--- src/hdl/pra_pkg.sv ---
`default_nettype none
// ============================================================================
// pra_pkg
// Shared types, codes and default sizes for the refcounted page allocator.
// ============================================================================
package pra_pkg;

   // default sizes
   localparam int PAGE_COUNT_DEF = 4096;
   localparam int PAGE_BYTES_DEF = 4096;
   localparam int COUNT_BITS_DEF = 8;

   // fixed field widths
   localparam int ADDR_W   = 24;
   localparam int KIND_W   = 3;
   localparam int STATUS_W = 2;
   localparam int RCNT_W   = 8;
   localparam int FUP_W    = 12;
   localparam int CSR_W    = 32;
   localparam int PADDR_W  = 2;
   // wide enough to compare page numbers against a page count of 65536
   localparam int CMP_W    = 17;

   // operation codes
   localparam logic [KIND_W-1:0] KIND_INIT  = 3'd0;
   localparam logic [KIND_W-1:0] KIND_ALLOC = 3'd1;
   localparam logic [KIND_W-1:0] KIND_FREE  = 3'd2;
   localparam logic [KIND_W-1:0] KIND_ADD   = 3'd3;
   localparam logic [KIND_W-1:0] KIND_DROP  = 3'd4;
   localparam logic [KIND_W-1:0] KIND_READ  = 3'd5;

   // result status codes
   localparam logic [STATUS_W-1:0] STATUS_OK    = 2'd0;
   localparam logic [STATUS_W-1:0] STATUS_BAD   = 2'd1;
   localparam logic [STATUS_W-1:0] STATUS_EMPTY = 2'd2;
   localparam logic [STATUS_W-1:0] STATUS_RANGE = 2'd3;

   typedef enum logic [1:0] {
      S_CLEAR,
      S_IDLE,
      S_EXEC,
      S_INIT
   } state_type;

endpackage
`default_nettype wire

--- src/hdl/pra_ctrl.sv ---
`default_nettype none
// ============================================================================
// pra_ctrl
// Sequencer: address check, count read-modify-write, stack push/pop,
// init and reset sweeps, result register.
// ============================================================================
module pra_ctrl #(
   parameter int PAGE_COUNT = pra_pkg::PAGE_COUNT_DEF,
   parameter int PAGE_BYTES = pra_pkg::PAGE_BYTES_DEF,
   parameter int COUNT_BITS = pra_pkg::COUNT_BITS_DEF
) (
   input  wire logic                            clock,
   input  wire logic                            reset,
   // request
   input  wire logic                            req_valid,
   output      logic                            req_ready,
   input  wire logic [pra_pkg::KIND_W-1:0]      req_kind,
   input  wire logic [pra_pkg::ADDR_W-1:0]      req_address,
   // response
   output      logic                            rsp_valid,
   input  wire logic                            rsp_ready,
   output      logic [pra_pkg::STATUS_W-1:0]    rsp_status,
   output      logic [pra_pkg::ADDR_W-1:0]      rsp_page_address,
   output      logic [pra_pkg::RCNT_W-1:0]      rsp_ref_count,
   output      logic                            rsp_returned_to_pool,
   // config
   input  wire logic [pra_pkg::FUP_W-1:0]       first_usable_page,
   // count memory
   output      logic                            cnt_wr_en,
   output      logic [$clog2(PAGE_COUNT)-1:0]   cnt_wr_addr,
   output      logic [COUNT_BITS-1:0]           cnt_wr_data,
   output      logic                            cnt_rd_en,
   output      logic [$clog2(PAGE_COUNT)-1:0]   cnt_rd_addr,
   input  wire logic [COUNT_BITS-1:0]           cnt_rd_data,
   // free stack memory
   output      logic                            stk_wr_en,
   output      logic [$clog2(PAGE_COUNT)-1:0]   stk_wr_addr,
   output      logic [$clog2(PAGE_COUNT)-1:0]   stk_wr_data,
   output      logic                            stk_rd_en,
   output      logic [$clog2(PAGE_COUNT)-1:0]   stk_rd_addr,
   input  wire logic [$clog2(PAGE_COUNT)-1:0]   stk_rd_data
);

   localparam int PIDX_W   = $clog2(PAGE_COUNT);
   localparam int TOP_W    = $clog2(PAGE_COUNT + 1);
   localparam int PB_SHIFT = $clog2(PAGE_BYTES);
   localparam int PN_W     = pra_pkg::ADDR_W - PB_SHIFT;
   localparam int CMP_W    = pra_pkg::CMP_W;

   localparam logic [PIDX_W-1:0]     LAST_PAGE = PIDX_W'(PAGE_COUNT - 1);
   localparam logic [TOP_W-1:0]      TOP_FULL  = TOP_W'(PAGE_COUNT);
   localparam logic [COUNT_BITS-1:0] CNT_MAX   = '1;
   localparam logic [COUNT_BITS-1:0] CNT_ONE   = COUNT_BITS'(1);

   pra_pkg::state_type state_ff, state_in;

   logic [PIDX_W-1:0]              sweep_ff, sweep_in;
   logic [TOP_W-1:0]               top_ff, top_in;
   logic [pra_pkg::KIND_W-1:0]     kind_ff, kind_in;
   logic [PIDX_W-1:0]              page_ff, page_in;
   logic                           ok_ff, ok_in;

   logic                           rsp_valid_ff, rsp_valid_in;
   logic [pra_pkg::STATUS_W-1:0]   status_ff, status_in;
   logic [pra_pkg::ADDR_W-1:0]     paddr_ff, paddr_in;
   logic [pra_pkg::RCNT_W-1:0]     rcnt_ff, rcnt_in;
   logic                           pushed_ff, pushed_in;

   // request address check
   logic [PN_W-1:0]  req_pn;
   logic [CMP_W-1:0] req_pn_wide;
   logic             req_ok;
   logic             accept;
   logic             load;
   logic             sweep_hit;
   logic [COUNT_BITS-1:0] cnt_next;

   assign req_pn      = req_address[pra_pkg::ADDR_W-1:PB_SHIFT];
   assign req_pn_wide = CMP_W'(req_pn);
   assign req_ok      = (req_address[PB_SHIFT-1:0] == '0)
                        && (req_pn_wide >= CMP_W'(first_usable_page))
                        && (req_pn_wide < CMP_W'(PAGE_COUNT));

   assign req_ready = (state_ff == pra_pkg::S_IDLE);
   assign accept    = req_valid && req_ready;
   assign load      = (state_ff == pra_pkg::S_EXEC) && (!rsp_valid_ff || rsp_ready);
   // during init, pages at or above the first usable page go to the pool
   assign sweep_hit = (state_ff == pra_pkg::S_INIT)
                      && (CMP_W'(sweep_ff) >= CMP_W'(first_usable_page));

   always_ff @(posedge clock) begin
      if (reset) begin
         state_ff     <= pra_pkg::S_CLEAR;
         sweep_ff     <= '0;
         top_ff       <= '0;
         rsp_valid_ff <= 1'b0;
      end else begin
         state_ff     <= state_in;
         sweep_ff     <= sweep_in;
         top_ff       <= top_in;
         rsp_valid_ff <= rsp_valid_in;
      end
   end

   always_ff @(posedge clock) begin
      kind_ff   <= kind_in;
      page_ff   <= page_in;
      ok_ff     <= ok_in;
      status_ff <= status_in;
      paddr_ff  <= paddr_in;
      rcnt_ff   <= rcnt_in;
      pushed_ff <= pushed_in;
   end

   always_comb begin
      state_in     = state_ff;
      sweep_in     = sweep_ff;
      top_in       = top_ff;
      kind_in      = kind_ff;
      page_in      = page_ff;
      ok_in        = ok_ff;
      rsp_valid_in = rsp_valid_ff && !rsp_ready;
      status_in    = status_ff;
      paddr_in     = paddr_ff;
      rcnt_in      = rcnt_ff;
      pushed_in    = pushed_ff;

      cnt_wr_en    = 1'b0;
      cnt_wr_addr  = page_ff;
      cnt_wr_data  = CNT_ONE;
      cnt_rd_en    = accept;
      cnt_rd_addr  = PIDX_W'(req_pn);
      stk_wr_en    = 1'b0;
      stk_wr_addr  = top_ff[PIDX_W-1:0];
      stk_wr_data  = page_ff;
      stk_rd_en    = accept;
      stk_rd_addr  = PIDX_W'(top_ff - TOP_W'(1));
      cnt_next     = cnt_rd_data;

      case (state_ff)
         pra_pkg::S_CLEAR, pra_pkg::S_INIT: begin
            cnt_wr_en   = 1'b1;
            cnt_wr_addr = sweep_ff;
            cnt_wr_data = sweep_hit ? '0 : CNT_ONE;
            if (sweep_hit) begin
               stk_wr_en   = 1'b1;
               stk_wr_data = sweep_ff;
               top_in      = top_ff + TOP_W'(1);
            end
            if (sweep_ff == LAST_PAGE) begin
               sweep_in = '0;
               state_in = (state_ff == pra_pkg::S_INIT) ? pra_pkg::S_EXEC
                                                        : pra_pkg::S_IDLE;
            end else begin
               sweep_in = sweep_ff + PIDX_W'(1);
            end
         end

         pra_pkg::S_IDLE: begin
            if (accept) begin
               kind_in = req_kind;
               page_in = PIDX_W'(req_pn);
               ok_in   = req_ok;
               if (req_kind == pra_pkg::KIND_INIT) begin
                  top_in   = '0;
                  state_in = pra_pkg::S_INIT;
               end else begin
                  state_in = pra_pkg::S_EXEC;
               end
            end
         end

         pra_pkg::S_EXEC: begin
            if (load) begin
               rsp_valid_in = 1'b1;
               status_in    = pra_pkg::STATUS_OK;
               paddr_in     = '0;
               rcnt_in      = '0;
               pushed_in    = 1'b0;
               state_in     = pra_pkg::S_IDLE;
               case (kind_ff)
                  pra_pkg::KIND_ALLOC: begin
                     if (top_ff == '0) begin
                        status_in = pra_pkg::STATUS_EMPTY;
                     end else begin
                        top_in      = top_ff - TOP_W'(1);
                        cnt_wr_en   = 1'b1;
                        cnt_wr_addr = stk_rd_data;
                        cnt_wr_data = CNT_ONE;
                        rcnt_in     = pra_pkg::RCNT_W'(CNT_ONE);
                        paddr_in    = pra_pkg::ADDR_W'(stk_rd_data) << PB_SHIFT;
                     end
                  end
                  pra_pkg::KIND_FREE, pra_pkg::KIND_DROP: begin
                     if (!ok_ff) begin
                        status_in = pra_pkg::STATUS_BAD;
                     end else if (cnt_rd_data == '0) begin
                        status_in = pra_pkg::STATUS_RANGE;
                     end else begin
                        cnt_next    = cnt_rd_data - CNT_ONE;
                        cnt_wr_en   = 1'b1;
                        cnt_wr_data = cnt_next;
                        rcnt_in     = pra_pkg::RCNT_W'(cnt_next);
                        // pool full: count still drops, page stays out
                        if ((kind_ff == pra_pkg::KIND_FREE) && (cnt_next == '0)
                            && (top_ff < TOP_FULL)) begin
                           stk_wr_en = 1'b1;
                           top_in    = top_ff + TOP_W'(1);
                           pushed_in = 1'b1;
                        end
                     end
                  end
                  pra_pkg::KIND_ADD: begin
                     if (!ok_ff) begin
                        status_in = pra_pkg::STATUS_BAD;
                     end else if (cnt_rd_data == CNT_MAX) begin
                        status_in = pra_pkg::STATUS_RANGE;
                        rcnt_in   = pra_pkg::RCNT_W'(cnt_rd_data);
                     end else begin
                        cnt_next    = cnt_rd_data + CNT_ONE;
                        cnt_wr_en   = 1'b1;
                        cnt_wr_data = cnt_next;
                        rcnt_in     = pra_pkg::RCNT_W'(cnt_next);
                     end
                  end
                  pra_pkg::KIND_READ: begin
                     if (!ok_ff) begin
                        status_in = pra_pkg::STATUS_BAD;
                     end else begin
                        rcnt_in = pra_pkg::RCNT_W'(cnt_rd_data);
                     end
                  end
                  default: begin
                     // init result and unused kinds: all zero
                  end
               endcase
            end
         end

         default: begin
            state_in = pra_pkg::S_IDLE;
         end
      endcase
   end

   assign rsp_valid            = rsp_valid_ff;
   assign rsp_status           = status_ff;
   assign rsp_page_address     = paddr_ff;
   assign rsp_ref_count        = rcnt_ff;
   assign rsp_returned_to_pool = pushed_ff;

endmodule
`default_nettype wire

--- config.mk ---
export PLATFORM = sky130hd
export DESIGN_NAME = pra_ctrl
export DESIGN_NICKNAME = d
export VERILOG_FILES = /design/src/hdl/pra_pkg.sv /design/src/hdl/pra_ctrl.sv
export SDC_FILE = /design/constraint.sdc
export NUM_CORES = 1
export LEC_CHECK = 0
export BUFFER_PORTS_ARGS = -buffer_cell sky130_fd_sc_hd__buf_4
export CAP_MARGIN = 10
export CELL_PAD_IN_SITES_DETAIL_PLACEMENT = 1
export CELL_PAD_IN_SITES_GLOBAL_PLACEMENT = 2
export CORE_MARGIN = 4
export CORE_UTILIZATION = 27
export CTS_BUF_LIST = sky130_fd_sc_hd__clkbuf_16
export CTS_CLUSTER_DIAMETER = 50
export DETAILED_ROUTE_END_ITERATION = 8
export PLACE_DENSITY_LB_ADDON = 0.1
export SYNTH_ARGS = -nofsm -noshare
export SYNTH_HDL_FRONTEND = slang
export SYNTH_SLANG_ARGS = --single-unit
--- constraint.sdc ---
create_clock -name clock -period 2.4 [get_ports clock]
set_clock_uncertainty 0.1 [all_clocks]
set_input_delay 0.12 -clock clock [delete_from_list [all_inputs] [get_ports clock]]
set_output_delay 0.12 -clock clock [all_outputs]
set_load 0.05 [all_outputs]
After elaboration in Yosys (flattened, before gate mapping):

Cells that the tools add are included.

* bits in registers: 79
* bits in latches: 0
* RAM bits: 0
* bits in read-only memories: 0
* input bits: 63
* logic and storage cells: 128
* memories: 0

* add/sub/neg operators: 5
* $mul: 0
* divide/modulo/power cells: 0
* $lt $le $gt $ge: 4
* equality and inequality tests: 20
* shifts and indexed selects: 0
* muxes and demuxes: 62
* bitwise logic cells: 1
* reduce and logical (&&, ||, !) cells: 24

Operator list (number)
* two-way mux 13 bit: 8
* two-way mux 8 bit: 10
* two-way mux 12 bit: 6
* one-hot mux 13 bit (3 select lines): 1
* one-hot mux 8 bit (2 select lines): 2
* one-hot mux 8 bit (4 select lines): 1
* one-hot mux 13 bit (2 select lines): 1
* >= comparator 12 bit: 2
* one-hot mux 12 bit (2 select lines): 1
* two-way mux 1 bit: 18
* two-way mux 2 bit: 9
* logical NOT 8 bit: 2
* adder 13 x 1 -> 13 bit, second input constant: 1
* logical NOT 13 bit: 1
* < comparator 12 x 13 -> 1 bit, second input constant: 1
* < comparator 13 bit, second input constant: 1
* subtractor 13 x 1 -> 13 bit, second input constant: 1
* adder 12 x 1 -> 12 bit, second input constant: 1
* equality test 12 bit, second input constant: 1
* logical NOT 12 bit: 1
* inequality test 3 bit, second input constant: 4
* AND reduction 9 bit: 1
* adder 8 x 1 -> 8 bit, second input constant: 1
* equality test 8 bit, second input constant: 1
* 22 further kinds: 40

Logic depth before layout (Yosys ltp):

* depth after elaboration: 10
* gate-level depth with buffers: 11
* mapped depth without buffers: 11

Worst setup path after synthesis:

Ideal clock, no wire load.

* path type: register -> output
* start: reg rsp_valid_ff (netlist: rsp_valid)
* end: out cnt_wr_data[7]
* data arrival time: 3.108 ns
* slack: -0.928 ns
* cell stages (with the launch flop): 6
* buffers on the path: 1
* cell sequence: dfxtp_1 nand2b_1 and2_1 clkbuf_1 nand2_1 a211oi_1

* longest elaborated chain between the ends: 5

RTL lines
* start: declaration: RTL line pra_ctrl.sv:63 `logic rsp_valid_ff, rsp_valid_in;`
* start signal: assignment: RTL line pra_ctrl.sv:101 `rsp_valid_ff <= rsp_valid_in;`
* logical NOT 1 bit: RTL line pra_ctrl.sv:86 `assign load = (state_ff == pra_pkg::S_EXEC) && (!rsp_valid_ff || rsp_ready);`
* logical OR 1 bit: RTL line pra_ctrl.sv:86
* logical AND 1 bit: RTL line pra_ctrl.sv:86
* two-way mux 8 bit: RTL line pra_ctrl.sv:174 `if (load) begin`
* one-hot mux 8 bit (2 select lines): RTL line pra_ctrl.sv:140 `case (state_ff)`
* end: declaration: RTL line pra_ctrl.sv:31 `output logic [COUNT_BITS-1:0] cnt_wr_data,`

No other way between the ends.

Worst setup path after layout:

* start: reg top_ff[0]
* end: out cnt_wr_addr[11]

* longest elaborated chain between the ends: 5

RTL lines
* start: declaration: RTL line pra_ctrl.sv:58 `logic [TOP_W-1:0] top_ff, top_in;`
* start signal: assignment: RTL line pra_ctrl.sv:100 `top_ff <= top_in;`
* logical NOT 13 bit: RTL line pra_ctrl.sv:183 `if (top_ff == '0) begin`
* two-way mux 12 bit: RTL line pra_ctrl.sv:183
* two-way mux 12 bit: RTL line pra_ctrl.sv:181 `case (kind_ff)`
* two-way mux 12 bit: RTL line pra_ctrl.sv:174
* one-hot mux 12 bit (2 select lines): RTL line pra_ctrl.sv:140
* end: declaration: RTL line pra_ctrl.sv:30 `output logic [$clog2(PAGE_COUNT)-1:0] cnt_wr_addr,`

No other way between the ends.

==> flow_summary.yaml <==
outcome:
  outcome: "finished, violations left"
  violations: "setup timing"
yosys:
  synth_area_leader_cell: "edfxtp_1"
  yosysMostFrequentCell: "nor2_1"
  yosysSeqAreaShare: 0.327
  syn_area_mm2: 0.00529
  yosys_warnings: 0
  async_reset_ff_frac: 0
  synth_edf_count: 39
  yosysUniqueCellTypes: 68
  synth-main-ff-cell: "edfxtp_1"
  yosys-top-cells-area: "edfxtp_1, dfxtp_1, ha_1"
  syn_inst: 606
  avgSynthCellArea_um2: 8.73
  synth_seq_cells: 67
  synth_commonest_cells: "nor2_1, nand2_1, edfxtp_1, buf_4, ha_1"
  synth_top_area_frac: 0.221
sta:
  rsz0062_at_grt: "true"
  fin_crit_ns: 2.81
  setup_violations: 53
  worst_hold_slack_ns: 0.126
  slew-limit-headroom: 0.395
  max_clock_freq_ghz: 0.356
  final_max_slew_viol_count: 0
  tightest_slew_ns: 0.898
  setup_ws_ns: -0.407
  fin_crit_sh: 1.17
  hold_viol: 0
clocking:
  clock_sinks: 67
  clock_latency_ns: 0.35
  cts_made_buffers: 9
  cts_root_buffer: "clkbuf_16"
  htreeDepth: 3
  cts_tree: "done"
  clk_pin_slew_worst_paths_ns: 0.07
  cts_max_path_buffers: 2
global_route:
  grt_pass1_vias: 6106
  grt_overflow: 0
  antenna_found_initial: 0
  grt_usage: 0.191
  grt_max_degree: 27
  grt_pass1_wl_um: 33500
die:
  row_count: 50
  die_h_um: 148
  die_area_mm2: 0.0219
  die_w_um: 148
  start_util: 0.278
  num_io_pins: 172
  core_mm2: 0.0190
hold_path:
  min_path_type: "in -> reg"
drt:
  totalWireLength_um: 21500
  ant_nets: 0
  wire_per_inst_um: 18.6
  vias: 5651
  drc: 0
  first_pass_iters: 5
  first_iter_violations: 217
  vias_per_cell: 4.89
setup_path:
  endpoint_kind: "output pin"
  cp.required_ns: 2.18
  critPathMaxStageDelay_ns: 0.49
  crit_buf_inv: 2
  critPathMostFrequentCell: "nor2_4"
  path_delay_family: "simple AND/OR/NAND/NOR gates"
  crit_type: "reg -> out"
  worst_ep_arrival_time_ns: 2.59
  crit_path_start_kind: "flip-flop"
  ff2ff_setup_slack_ns: -0.38
  crit_slowest_cell: "or4b_4"
  path_cells: "clkinvlp_4 -> ha_4 -> or4b_4 -> nor4_4 -> nor2_4 -> nand2_2 -> nor2_4 -> a22o_1 -> a221o_2 -> buf_6"
  critPathMaxFanout: 5
finish:
  drive_above_1_share: 0.525
  antenna_cells: 0
  final_nets: 988
  area_growth_pct: 74.5
  post-route-util: 0.486
power_and_ir_drop:
  p_clk_frac: 0.480
  power_switching_mw: 0.854
  switching_share: 0.258
  p_int_mw: 2.46
  combPwrFrac: 0.153
  p_per_area_mw_per_mm2: 358
  power.leakage_nw: 3.91
  seqPwrFrac: 0.367
  ir_worst_vdd_uv: 333
place:
  gp_congestion: 0.825
  dp_slack_ns: -0.247
  place.detailed.hpwl_um: 16200
  port_buffers: 159
flow_run:
  cap_violations: 0
## sequential cells by signal, indices dropped and copies added (netlist names)
| signal | count |
|---|---|
| kind_ff | 3 |
| ok_ff | 1 |
| page_ff | 12 |
| rsp_page_address | 12 |
| rsp_ref_count | 8 |
| rsp_returned_to_pool | 1 |
| rsp_status | 2 |
| rsp_valid | 1 |
| state_ff | 2 |
| sweep_ff | 12 |
| top_ff | 13 |
## through the flow
step | cells | setup TNS (ns) | power, mW | area [um^2]
floorplan | 617 | -2.88 | 1.49 | 5560
global placement | 1075 | -3.83 | 1.65 | 7430
detailed placement | 1075 | -6.99 | 1.66 | 7430
CTS | 1141 | -9.40 | 3.32 | 8890
global route | 1155 | -15.94 | 3.42 | 9240
finish | 1155 | -12.12 | 3.31 | 9240
## what timing repair did
item,4_1_cts,5_1_grt
pin swaps,45,39
buffers inserted,26,16
endpoints found under the setup margin,52,56
resized for setup,155,56
hold endpoints to repair,27,0
cloned,1,1
hold buffers,27,0
## tightest hold or removal path, cell delays in order
cell and delay (ns):
buf_4 0.08, nor4_1 0.04, o2111ai_1 0.08, a31oi_1 0.09
## power by group through the flow
stage	sequential, mW	combinational, mW	clock, mW
global route	1.22	0.549	1.65
global placement	1.24	0.409	0
CTS	1.22	0.494	1.61
finish	1.22	0.507	1.59
detailed placement	1.24	0.418	0
floorplan	1.24	0.252	0
## logic make-up (layout without fill, tap and decap cells)
group / count (synthesis) / count (layout) / synth area share
other cells: 1 / 12 / 0.000709
mux: 13 / 13 / 0.0265
buf+inv: 95 / 372 / 0.111
simple gates: 228 / 229 / 0.226
compound gates: 143 / 143 / 0.183
xor+xnor: 24 / 24 / 0.0426
fa+ha+maj: 35 / 35 / 0.0827
flops: 67 / 67 / 0.327
## final cells by class
| type | instances | area, um^2 |
|---|---|---|
| Clock inverter | 7 | 116 |
| Clock buffer | 9 | 225 |
| Inverter | 28 | 109 |
| Timing Repair Buffer | 328 | 2840 |
| Multi-Input combinational cell | 456 | 3870 |
| Fill cell | 2178 | 9780 |
| Sequential cell | 67 | 1740 |
| Tap cell | 260 | 325 |
## metal layers
metal,track usage,share of wire,vias to the layer above
li1,-,-,2731
met1,0.236,0.43,2773
met2,0.348,0.52,122
met3,0.0258,0.035,25
met4,0.0480,0.014,0
met5,0,0,-
## placed cells by master, fill, tap and decap left out, drive strengths merged, types with 7 or more instances in the layout
| master | netlist | layout |
|---|---|---|
| buf | 47 | 300 |
| nor2 | 59 | 59 |
| nand2 | 54 | 54 |
| edfxtp | 39 | 39 |
| ha | 35 | 35 |
| o21ai | 34 | 34 |
| a21oi | 30 | 30 |
| inv | 27 | 28 |
| dfxtp | 28 | 28 |
| dlygate4sd3 | 0 | 27 |
| and2 | 18 | 18 |
| and3 | 15 | 15 |
| nand3 | 15 | 15 |
| nor3 | 14 | 15 |
| xnor2 | 14 | 14 |
| conb | 1 | 12 |
| a22oi | 11 | 11 |
| xor2 | 10 | 10 |
| clkbuf | 20 | 10 |
| nand4 | 9 | 9 |
| a32o | 9 | 9 |
| mux2 | 8 | 8 |
| or3 | 8 | 8 |
| o22ai | 8 | 8 |
| nor2b | 7 | 7 |
| nand2b | 7 | 7 |
## final timing paths
check | endpoint | from | depth (start not counted)
hold reg to reg | state_ff[1] | state_ff[1] | 2
setup / recovery | cnt_wr_addr[11] | top_ff[0] | 10
hold / removal | ok_ff | req_address[6] | 4
setup reg to reg | top_ff[9] | top_ff[0] | 11
(Power assumes the default switching activity.)
